$ cat config.mk
export PLATFORM = sky130hd
export DESIGN_NAME = keyed_watchdog_with_reset_lines
export DESIGN_NICKNAME = d
export VERILOG_FILES = /design/src/hw/rtl/kwd_pkg.sv /design/src/hw/rtl/kwd_core.sv /design/src/hw/rtl/keyed_watchdog_with_reset_lines.sv
export SDC_FILE = /design/constraint.sdc
export NUM_CORES = 1
export LEC_CHECK = 0
export BUFFER_PORTS_ARGS = -buffer_cell sky130_fd_sc_hd__buf_2
export CORE_UTILIZATION = 35
export CTS_CLUSTER_SIZE = 30
export DETAILED_ROUTE_END_ITERATION = 10
export PLACE_DENSITY = 0.57
export SLEW_MARGIN = 25
export SYNTH_ARGS = -nofsm -noshare
export SYNTH_HDL_FRONTEND = slang
export SYNTH_SLANG_ARGS = --single-unit
$ cat constraint.sdc
create_clock -name clk -period 2.6 [get_ports clk]
set_input_delay 0.26 -clock clk [delete_from_list [all_inputs] [get_ports clk]]
set_output_delay 0.26 -clock clk [all_outputs]
set_load 0.05 [all_outputs]
$ cat src/hw/rtl/kwd_pkg.sv
// Shared types, register map, keys and defaults for the keyed watchdog.
package kwd_pkg;

  localparam int RESET_LINES_DEF    = 16;
  localparam int TICKS_PER_UNIT_DEF = 512;
  localparam int MAX_LINES          = 24;

  localparam int MODE_W  = 7;
  localparam int LEN_W   = 11;
  localparam int CNT_W   = 20;
  localparam int OUT_LINES_W = 16;

  localparam logic [LEN_W-1:0] LEN_RESET = '1;

  localparam logic [1:0] CMD_WRITE = 2'd0;
  localparam logic [1:0] CMD_READ  = 2'd1;
  localparam logic [1:0] CMD_TICK  = 2'd2;

  localparam logic [7:0] OFS_MODE     = 8'h00;
  localparam logic [7:0] OFS_LENGTH   = 8'h04;
  localparam logic [7:0] OFS_RST      = 8'h08;
  localparam logic [7:0] OFS_SWRST    = 8'h14;
  localparam logic [7:0] OFS_SWSYSRST = 8'h18;

  localparam logic [7:0]  MODE_KEY     = 8'h22;
  localparam logic [4:0]  LENGTH_KEY   = 5'h08;
  localparam logic [31:0] RELOAD_VALUE = 32'h0000_1971;
  localparam logic [31:0] SWRST_VALUE  = 32'h0000_1209;
  localparam logic [7:0]  SYSRST_KEY   = 8'h88;

  localparam int MODE_EN_BIT  = 0;
  localparam int MODE_IRQ_BIT = 3;

  localparam logic [1:0] CAUSE_NONE    = 2'd0;
  localparam logic [1:0] CAUSE_TIMEOUT = 2'd1;
  localparam logic [1:0] CAUSE_SW      = 2'd2;

  typedef struct packed {
    logic [1:0]  cmd;
    logic [7:0]  reg_offset;
    logic [31:0] write_data;
  } in_t;

  typedef struct packed {
    logic [31:0] read_data;
    logic        chip_reset;
    logic        irq_level;
    logic [1:0]  reset_cause;
    logic [15:0] block_resets;
  } out_t;

endpackage

$ cat src/hw/rtl/kwd_core.sv
// Watchdog register file, countdown and result logic for one transfer.
module kwd_core import kwd_pkg::*; #(
  parameter int RESET_LINES    = RESET_LINES_DEF,
  parameter int TICKS_PER_UNIT = TICKS_PER_UNIT_DEF
) (
  input  logic clk,
  input  logic rst_n,
  input  logic item_en,
  input  in_t  item,
  output out_t result
);

  localparam int TPU_W  = $clog2(TICKS_PER_UNIT + 1);
  localparam int PROD_W = LEN_W + TPU_W;
  localparam logic [CNT_W-1:0] CNT_RESET = CNT_W'(int'(LEN_RESET) * TICKS_PER_UNIT);

  logic [MODE_W-1:0]      mode_r, mode_nxt;
  logic [LEN_W-1:0]       length_r, length_nxt;
  logic [CNT_W-1:0]       count_r, count_nxt;
  logic                   irq_r, irq_nxt;
  logic [RESET_LINES-1:0] lines_r, lines_nxt;

  logic [PROD_W-1:0]    prod;
  logic [CNT_W-1:0]     reload;
  logic [MAX_LINES-1:0] lines_ext;
  logic [31:0]          rd;
  logic                 rst_pulse;
  logic [1:0]           cause;

  assign prod   = PROD_W'(length_r) * PROD_W'(TICKS_PER_UNIT);
  assign reload = CNT_W'(prod);

  always_comb begin
    mode_nxt   = mode_r;
    length_nxt = length_r;
    count_nxt  = count_r;
    irq_nxt    = irq_r;
    lines_nxt  = lines_r;
    rd         = '0;
    rst_pulse  = 1'b0;
    cause      = CAUSE_NONE;
    case (item.cmd)
      CMD_WRITE: begin
        case (item.reg_offset)
          OFS_MODE: begin
            if (item.write_data[31:24] == MODE_KEY) begin
              mode_nxt = item.write_data[MODE_W-1:0];
            end
          end
          OFS_LENGTH: begin
            if (item.write_data[4:0] == LENGTH_KEY) begin
              length_nxt = item.write_data[LEN_W+4:5];
            end
          end
          OFS_RST: begin
            if (item.write_data == RELOAD_VALUE) begin
              count_nxt = reload;
              irq_nxt   = 1'b0;
            end
          end
          OFS_SWRST: begin
            if (item.write_data == SWRST_VALUE) begin
              rst_pulse = 1'b1;
              cause     = CAUSE_SW;
            end
          end
          OFS_SWSYSRST: begin
            if (item.write_data[31:24] == SYSRST_KEY) begin
              lines_nxt = item.write_data[RESET_LINES-1:0];
            end
          end
          default: ;
        endcase
      end
      CMD_READ: begin
        case (item.reg_offset)
          OFS_MODE:     rd = 32'(mode_r);
          OFS_LENGTH:   rd = 32'({length_r, 5'b0});
          OFS_SWSYSRST: rd = 32'(lines_r);
          default:      rd = '0;
        endcase
      end
      CMD_TICK: begin
        if (mode_r[MODE_EN_BIT]) begin
          if (count_r <= CNT_W'(1)) begin
            count_nxt = reload;
            if (mode_r[MODE_IRQ_BIT]) begin
              irq_nxt = 1'b1;
            end else begin
              rst_pulse = 1'b1;
              cause     = CAUSE_TIMEOUT;
            end
          end else begin
            count_nxt = count_r - CNT_W'(1);
          end
        end
      end
      default: ;
    endcase
  end

  assign lines_ext = MAX_LINES'(lines_nxt);

  always_comb begin
    result.read_data    = rd;
    result.chip_reset   = rst_pulse;
    result.irq_level    = irq_nxt;
    result.reset_cause  = cause;
    result.block_resets = lines_ext[OUT_LINES_W-1:0];
  end

  always_ff @(posedge clk) begin
    if (!rst_n) begin
      mode_r   <= '0;
      length_r <= LEN_RESET;
      count_r  <= CNT_RESET;
      irq_r    <= 1'b0;
      lines_r  <= '0;
    end else if (item_en) begin
      mode_r   <= mode_nxt;
      length_r <= length_nxt;
      count_r  <= count_nxt;
      irq_r    <= irq_nxt;
      lines_r  <= lines_nxt;
    end
  end

endmodule

$ cat src/hw/rtl/keyed_watchdog_with_reset_lines.sv
// Top level: input register, watchdog core and result register.
// Keyed watchdog with software reset lines. Each input transfer is one bus
// write, bus read or timer tick, and yields exactly one result transfer. The
// block takes one transfer per clock while the result register is not held;
// each result passes from the input register, through the register file
// logic, into the result register. out_stall holds the result register and,
// through it, the input register, so throughput follows the downstream side.
// The countdown reloads to length * TICKS_PER_UNIT and starts at its maximum
// after reset with the watchdog disabled.
module keyed_watchdog_with_reset_lines import kwd_pkg::*; #(
  parameter int RESET_LINES    = RESET_LINES_DEF,
  parameter int TICKS_PER_UNIT = TICKS_PER_UNIT_DEF
) (
  input  logic clk,
  input  logic rst_n,
  input  logic in_valid,
  output logic in_stall,
  input  in_t  in_data,
  output logic out_valid,
  input  logic out_stall,
  output out_t out_data
);

  logic in_valid_r;
  in_t  in_r;
  logic out_valid_r;
  out_t out_r;
  out_t result;
  logic advance;

  assign advance   = !out_valid_r || !out_stall;
  assign in_stall  = in_valid_r && !advance;
  assign out_valid = out_valid_r;
  assign out_data  = out_r;

  kwd_core #(
    .RESET_LINES    (RESET_LINES),
    .TICKS_PER_UNIT (TICKS_PER_UNIT)
  ) u_core (
    .clk     (clk),
    .rst_n   (rst_n),
    .item_en (in_valid_r && advance),
    .item    (in_r),
    .result  (result)
  );

  always_ff @(posedge clk) begin
    if (!rst_n) begin
      in_valid_r  <= 1'b0;
      out_valid_r <= 1'b0;
    end else begin
      if (!in_stall) begin
        in_valid_r <= in_valid;
      end
      if (advance) begin
        out_valid_r <= in_valid_r;
      end
    end
  end

  always_ff @(posedge clk) begin
    if (in_valid && !in_stall) begin
      in_r <= in_data;
    end
    if (advance && in_valid_r) begin
      out_r <= result;
    end
  end

endmodule
==> results of run 1 <==
==> timing repair <==
action | CTS | global route
setup endpoints to repair | 0 | 0
hold buffers | 15 | 3
hold endpoints to repair | 15 | 3
==> worst paths after layout <==
kind                                                      from                        endpoint  slack, ns  cells after the start
worst min-delay path                               in_data[38]              in_r[38]$_DFFE_PP_       0.02                      1
worst min register to register  u_core.lines_r[9]$_SDFFE_PN0P_  u_core.lines_r[9]$_SDFFE_PN0P_       0.48                      2
worst max register to register              in_r[37]$_DFFE_PP_  u_core.count_r[3]$_SDFFE_PN0P_       0.14                      7
worst max-delay path                        in_r[37]$_DFFE_PP_  u_core.count_r[3]$_SDFFE_PN0P_       0.14                      7
==> metal layers <==
metal	global-route usage	share of wire	vias up
met5	0	0	-
met4	0.0629	0.0071	0
met3	0.0464	0.041	6
met2	0.280	0.48	132
met1	0.223	0.47	2072
li1	-	-	2114
==> logic make-up after synthesis <==
kind of cell | share of synthesized area
buffers and inverters | 0.0518
AO/OA/AOI/OAI | 0.110
multiplexers | 0.0619
flip-flops | 0.598
other | 0.000644
AND/OR/NAND/NOR | 0.174
adder cells (fa/ha/maj) | 0.00430
==> registers in the layout (all words and copies together) (netlist names), 7 cells and up <==
name,count
u_core.length_r,11
u_core.count_r,20
out_data,36
u_core.lines_r,16
u_core.mode_r,7
in_r,42
==> layout make-up <==
type,count,share of cell area
clock buffer,22,0.0673
clock inverter,10,0.00899
timing repair buffer,139,0.123
sequential,135,0.472
tap,216,0.0366
multi-input combinational,333,0.286
inverter,13,0.00661
==> critical path, cell delays in order, from the launching register on <==
cell and delay (ns):
edfxtp_1 0.43, nor4_4 0.34, or4b_1 0.45, or4_1 0.56, nand2_8 0.15, buf_4 0.17
a21oi_1 0.07, a41o_1 0.20
==> cell usage in the layout (no fill, tap or decap), types with 3 or more instances in the layout <==
cell	n
or2_2	3
a21oi_1	8
dlygate4sd3_1	18
conb_1	16
nor3_1	13
nand4_1	7
nor2b_1	12
a41o_1	3
and3_1	4
and2_1	4
o21ai_0	8
buf_4	36
mux2i_1	18
inv_1	13
o22ai_1	6
o21ai_1	9
dfxtp_1	57
nand2b_1	3
a21boi_0	16
edfxtp_1	78
buf_2	83
a22oi_1	18
nor4_1	11
nand3_1	8
clkbuf_16	19
or3_1	4
a32oi_1	8
clkinv_2	5
o31ai_1	3
nand2_1	71
mux2_2	16
nor2_1	28
==> metrics by stage <==
step | hold WS (ns) | instance area, µm² | std cells
after floorplan | 0.359 | 5880 | 522
after global placement | 0.437 | 6640 | 818
after detailed placement | 0.438 | 6640 | 818
after CTS | 0.000343 | 7350 | 865
after global routing | 0.00163 | 7380 | 868
final | 0.0164 | 7380 | 868
==> power groups by stage <==
stage          combinational, W  clock [W]  sequential [W]
5_1_grt                0.000324    0.00240         0.00236
2_1_floorplan          0.000136          0         0.00245
4_1_cts                0.000301    0.00229         0.00235
6_report               0.000303    0.00225         0.00235
3_3_place_gp           0.000280          0         0.00239
3_5_place_dp           0.000283          0         0.00240
==> results.md, run 1 <==
* Status: finished, final reports clean
* Post-synthesis area per instance at 11.5 µm²
* HPWL after DPL at 9760 µm
* Top cells by area, synth: edfxtp_1 (40%), dfxtp_1 (20%), nand2_1 (4.6%)
* Clk pwr share at 0.458
* Register area at 3480 µm²
* Synth Cell Area at 5820 µm²
* CP Capture Type: flip-flop
* Final routed DRC violation total at 0
* Post-synth EDFFs at 78
* Fin util at 0.459
* Resized Gates After CTS at 0
* Synthesized flop and latch total at 135
* Max-slew headroom at 0.543
* Ys async rst share at 0
* Number of fill cells in the layout at 1462
* CP Max Fanout at 10
* Layout cells sized above 1 at 0.276
* Pwr per Cell Area at 664 nW/µm²
* # rows at 46
* Initial antenna violation count at 0
* Pre-Repair DR Iteration Count at 5
* Final setup vio count at 0
* Total GRT Usage at 0.173
* TritonCTS Sinks at 135
* RSZ-0062 raised after global routing: false
* Die height at 131 µm
* Internal power at 0.00377 W
* TritonCTS clock tree: built
* Fin nets at 687
* Count leader, synth: edfxtp_1
* Leakage at 3.00 nW
* Diode count at 0
* PortBufs at 83
* Worst Tran Pin Value at 0.686 ns
* Flop pwr share at 0.480
* First-pass GRT wire length at 21800 µm
* Routability cong. at 0.840
* Root Buffer: clkbuf_16
* Net Sw Frac at 0.231
* Max Freq at 0.406 GHz
* Yosys top cell area share at 0.402
* Total number of vias at 4324
* Worst min path class: in -> reg
* WL per Instance at 15.7 µm
* Psw at 0.00113 W
* Routed WL at 13600 µm
* Worst Path Required at 2.92 ns
* Final hold violations at 0
* Fin Setup TNS at 0 ns
* Max Cap Violations at 0
* Iter 0 DRT Violations at 364
* Pwr Total at 0.00490 W
* Core area at 16100 µm²
* Worst setup SP type: flip-flop
* Maximum vdd drop at 0.000443 V
* Area of the multi-input gates at 2110 µm²
* Kind of critical path: reg -> reg
* Antenna-violating nets left at 0
* Postcts setup bufs at 0
* Final period utilization at 0.947
* Largest net degree at the start of global routing at 43
* Post-synthesis cell type count at 56
* Clk buf depth at 2
* Die area at 17200 µm²
* Vias per Instance at 4.98
* Ys Warns at 0
* Dpl ws at 0.138 ns
* Final Skew at 0.0137 ns
* Post-synth top area cell: edfxtp_1
* Comb pwr share at 0.062
* Chip Width at 131 µm
* Register clock-pin slew on the reported worst setup and hold paths at 0.06 ns
* PnR worst setup slack at 0.137 ns
* Synth Instances at 507
* I/O Pins at 100
* Predominant post-synthesis flop cell: edfxtp_1
* Crit path time final at 2.46 ns
* Vias in the first global route at 4242
* Slew Limit Fails at 0
* Grt ovf at 0
* # H-tree levels at 4
* Synthesis-to-layout area growth at 26.7%
* Top cells by count, synth: edfxtp_1 (78), nand2_1 (71), dfxtp_1 (57)
* Initial Utilization at 0.363
* CTS Buf Count at 17
* Clock Latency Late Sink at 0.42 ns
* Data arrival, critical path at 2.78 ns
* Register area share after synthesis at 0.598
(Power assumes the default switching activity.)
==> inputs of run 2 (changes only) <==
--- a/config.mk
+++ b/config.mk
@@ -9,8 +9,10 @@
 export CORE_UTILIZATION = 35
 export CTS_CLUSTER_SIZE = 30
 export DETAILED_ROUTE_END_ITERATION = 10
+export GPL_TIMING_DRIVEN = 0
 export PLACE_DENSITY = 0.57
 export SLEW_MARGIN = 25
 export SYNTH_ARGS = -nofsm -noshare
 export SYNTH_HDL_FRONTEND = slang
+export SYNTH_HIERARCHICAL = 1
 export SYNTH_SLANG_ARGS = --single-unit
==> run 2 against run 1 <==
Net effect: the flow now finishes with violations (design-rule violations); total power grew 14%; global-route usage grew 0.14 points; first-iteration DRC count grew 6.3%; area after synthesis grew 12%; critical path depth shrank 2; hold slack gained 0.0023 ns; critical path type unchanged; critical endpoint is now u_core/count_r[3]$_SDFFE_PN0P_; largest power group unchanged.
==> results.md, run 2 <==
* Status: complete, but fails checks
* Failing checks: design-rule violations
* Max Cap Violations at 0 (unchanged)
* Crit path time final at 2.47 ns (+0.00694 ns)
* CTS Buf Count at 17 (unchanged)
* Synth Area in Compound Gates at 0.101 (-0.00810)
* Initial antenna violation count at 0 (unchanged)
* Grt ovf at 0 (unchanged)
* Worst min path class: in -> reg
* Register area share after synthesis at 0.610 (+0.0119)
* Register clock-pin slew on the reported worst setup and hold paths at 0.06 ns (about the same)
* Commonest non-fill, non-tap cell in the layout: buf_2
* Vias in the first global route at 4657 (+9.8%)
* CP Capture Type: flip-flop
* I/O Pins at 100 (unchanged)
* Final routed DRC violation total at 10 (+10)
* Main combinational cell family by area after synthesis: simple AND/OR/NAND/NOR gates
* CP Max Fanout at 6 (-4)
* Vias per Instance at 5.25 (+5.5%)
* XOR/XNOR Fraction of Synth Area at 0 (unchanged)
* Clk buf depth at 2 (unchanged)
* Layout cells sized above 1 at 0.312 (+0.0358)
* Core area at 18100 µm² (+13%)
* RSZ-0062 raised after global routing: false
* Clock Latency Late Sink at 0.42 ns (about the same)
* Ys async rst share at 0 (unchanged)
* Slew Limit Fails at 0 (unchanged)
* Synthesized flop and latch total at 151 (+12%)
* Flop pwr share at 0.481 (about the same)
* Crit-path cells: or4_1 > and4b_1 > nand4_2 > a211oi_4 > a32o_1
* HPWL after DPL at 11600 µm (+19%)
* First-pass GRT wire length at 25600 µm (+17%)
* Psw at 0.00124 W (+9.9%)
* Root Buffer: clkbuf_16
* Die area at 19100 µm² (+11%)
* # H-tree levels at 4 (unchanged)
* Synthesis-to-layout area growth at 29.2%
* Post-synth top area cell: edfxtp_1
* Most frequent cells in the layout: buf_2 (103), edfxtp_1 (94), nor2_1 (60), dfxtp_1 (56), mux2i_1 (39)
* Net Sw Frac at 0.224 (-0.00724)
* Routed WL at 16500 µm (+21%)
* Post-synth EDFFs at 94 (+21%)
* Diode count at 0 (unchanged)
* # rows at 49 (+6.5%)
* Total number of vias at 4791 (+11%)
* Clk pwr share at 0.447 (-0.011)
* Top cells by area, synth: edfxtp_1 (43%), dfxtp_1 (18%), mux2i_1 (6.0%)
* Pwr per Cell Area at 662 nW/µm² (-0.27%)
* Post-synthesis cell type count at 66 (+18%)
* Count leader, synth: edfxtp_1
* Initial Utilization at 0.359 (-0.00339)
* Die height at 138 µm (+5.5%)
* Synth Cell Area at 6500 µm² (+12%)
* Final hold violations at 0 (unchanged)
* Worst Tran Pin Value at 0.647 ns (-0.0382 ns)
* WL per Instance at 18.1 µm (+15%)
* Final period utilization at 0.950 (+0.00267)
* Final non-filler cell area at 8400 µm² (+14%)
* Data arrival, critical path at 2.83 ns (+0.05 ns)
* Maximum vdd drop at 0.000403 V (-9.0%)
* Worst setup SP type: flip-flop
* GRT met1 Usage at 0.228 (+0.00453)
* Top cells by count, synth: edfxtp_1 (94), nor2_1 (60), dfxtp_1 (57)
* Final setup vio count at 0 (unchanged)
* Antenna-violating nets left at 0 (unchanged)
* Leakage at 3.27 nW (+9.0%)
* Iter 0 DRT Violations at 387 (+6.3%)
* Adder-cell share of the synthesized area at 0.00385 (-0.000446)
* CP max stage delay at 0.64 ns (+0.08 ns)
* Pre-Repair DR Iteration Count at 9 (+4)
* Final Skew at 0.0110 ns (-0.00278 ns)
* Predominant post-synthesis flop cell: edfxtp_1
* Mux cell area share after synthesis at 0.0878 (+0.0259)
* TritonCTS Sinks at 151 (+12%)
* TritonCTS clock tree: built
* Internal power at 0.00432 W (+15%)
* Placed cell count at 857 (+4.8%)
* Placed cell area at 7520 µm² (+13%)
* Fin Setup TNS at 0 ns (unchanged)
* Total GRT Usage at 0.175 (+0.00136)
* Synth Instances at 510 (+0.59%)
* Kind of critical path: reg -> reg
* Global-route layer with the greatest usage: met2
* Worst Path Required at 2.96 ns (+0.04 ns)
* Post-synthesis area per instance at 12.7 µm² (+11%)
* PortBufs at 99 (+19%)
* Number of flip-flops under the largest register name at 52 (+24%)
* CP max-delay cell: or4_1
* Comb pwr share at 0.072 (+0.010)
* Met2 Usage GRT at 0.283 (+0.00287)
* Chip Width at 138 µm (+5.5%)
* Max Freq at 0.405 GHz (-0.28%)
* Routability cong. at 0.849 (+1.1%)
* Final Non-Filler Cells at 912 (+5.1%)
* GRT met3 Usage at 0.0502 (+0.00381)
* Simple-Gate Fraction of Synth Area at 0.144 (-0.0296)
* Ys Warns at 6 (+6)
* Max-slew headroom at 0.568 (+0.0254)
* Yosys top cell area share at 0.434 (+0.0322)
* Fin nets at 718 (+4.5%)
* Largest net degree at the start of global routing at 30 (-30%)
==> run 2: logic make-up (layout without fill, tap and decap cells) <==
| family | after synthesis | in the layout |
|---|---|---|
| DFF | 151 | 151 |
| buffers and inverters | 58 | 216 |
| other | 1 | 16 |
| and+or+nand+nor | 169 | 169 |
| adders and majority gates | 2 | 2 |
| AOI/OAI and AO/OA | 74 | 74 |
| muxes | 55 | 55 |
==> run 2: metal layers <==
layer,share of wire,wire (µm),vias up
met5,0,0,-
met4,0.012,204,0
met3,0.052,861,19
met2,0.47,7770,175
met1,0.46,7670,2336
li1,-,-,2261
==> run 2: final timing paths <==
kind                                    from                              end  slack [ns]  cells after the start
min                              in_data[18]               in_r[18]$_DFFE_PP_        0.02                      1
max                       in_r[25]$_DFFE_PP_   u_core/count_r[3]$_SDFFE_PN0P_        0.13                      5
min reg2reg  u_core/count_r[12]$_SDFFE_PN1P_  u_core/count_r[12]$_SDFFE_PN1P_        0.50                      2
max reg2reg               in_r[25]$_DFFE_PP_   u_core/count_r[3]$_SDFFE_PN0P_        0.13                      5
==> run 2: cell type report <==
class	instances	area, µm²
Timing Repair Buffer	127	836
Clock inverter	9	125
Fill cell	1636	9690
Inverter	12	50.0
Buffer	45	318
Multi-Input combinational cell	316	2350
Tap cell	229	287
Clock buffer	23	468
Sequential cell	151	3970
==> run 2: what timing repair did <==
item | 4_1_cts | 5_1_grt
hold endpoints to repair | 1 | 22
buffers inserted | 1 | 0
hold buffers | 1 | 22
resized for setup | 2 | 7
pin swaps | 1 | 0
endpoints found under the setup margin | 21 | 36
==> run 2: worst max-delay path: cells and delay by family (launching register included) <==
family / cells / cell delay (ns)
DFF: 1 / 0.42
and+or+nand+nor: 3 / 1.32
AOI/OAI and AO/OA: 2 / 0.67
==> run 2: power by group through the flow <==
stage / clock network (W) / logic (W) / registers, W
floorplan: 0 / 0.000110 / 0.00284
global placement: 0 / 0.000344 / 0.00273
detailed placement: 0 / 0.000371 / 0.00272
CTS: 0.00254 / 0.000373 / 0.00267
global route: 0.00265 / 0.000420 / 0.00268
finish: 0.00249 / 0.000399 / 0.00267
==> run 2: stage by stage <==
stage	total power, W	utilization	setup slack (ns)	hold slack, ns
final	0.00556	0.464	0.130	0.0186
after global routing	0.00575	0.464	0.0253	0.0000156
after CTS	0.00559	0.450	0.0286	0.000587
after detailed placement	0.00310	0.416	-0.408	0.438
after global placement	0.00307	0.410	-0.966	0.437
after floorplan	0.00295	-	-0.181	0.359
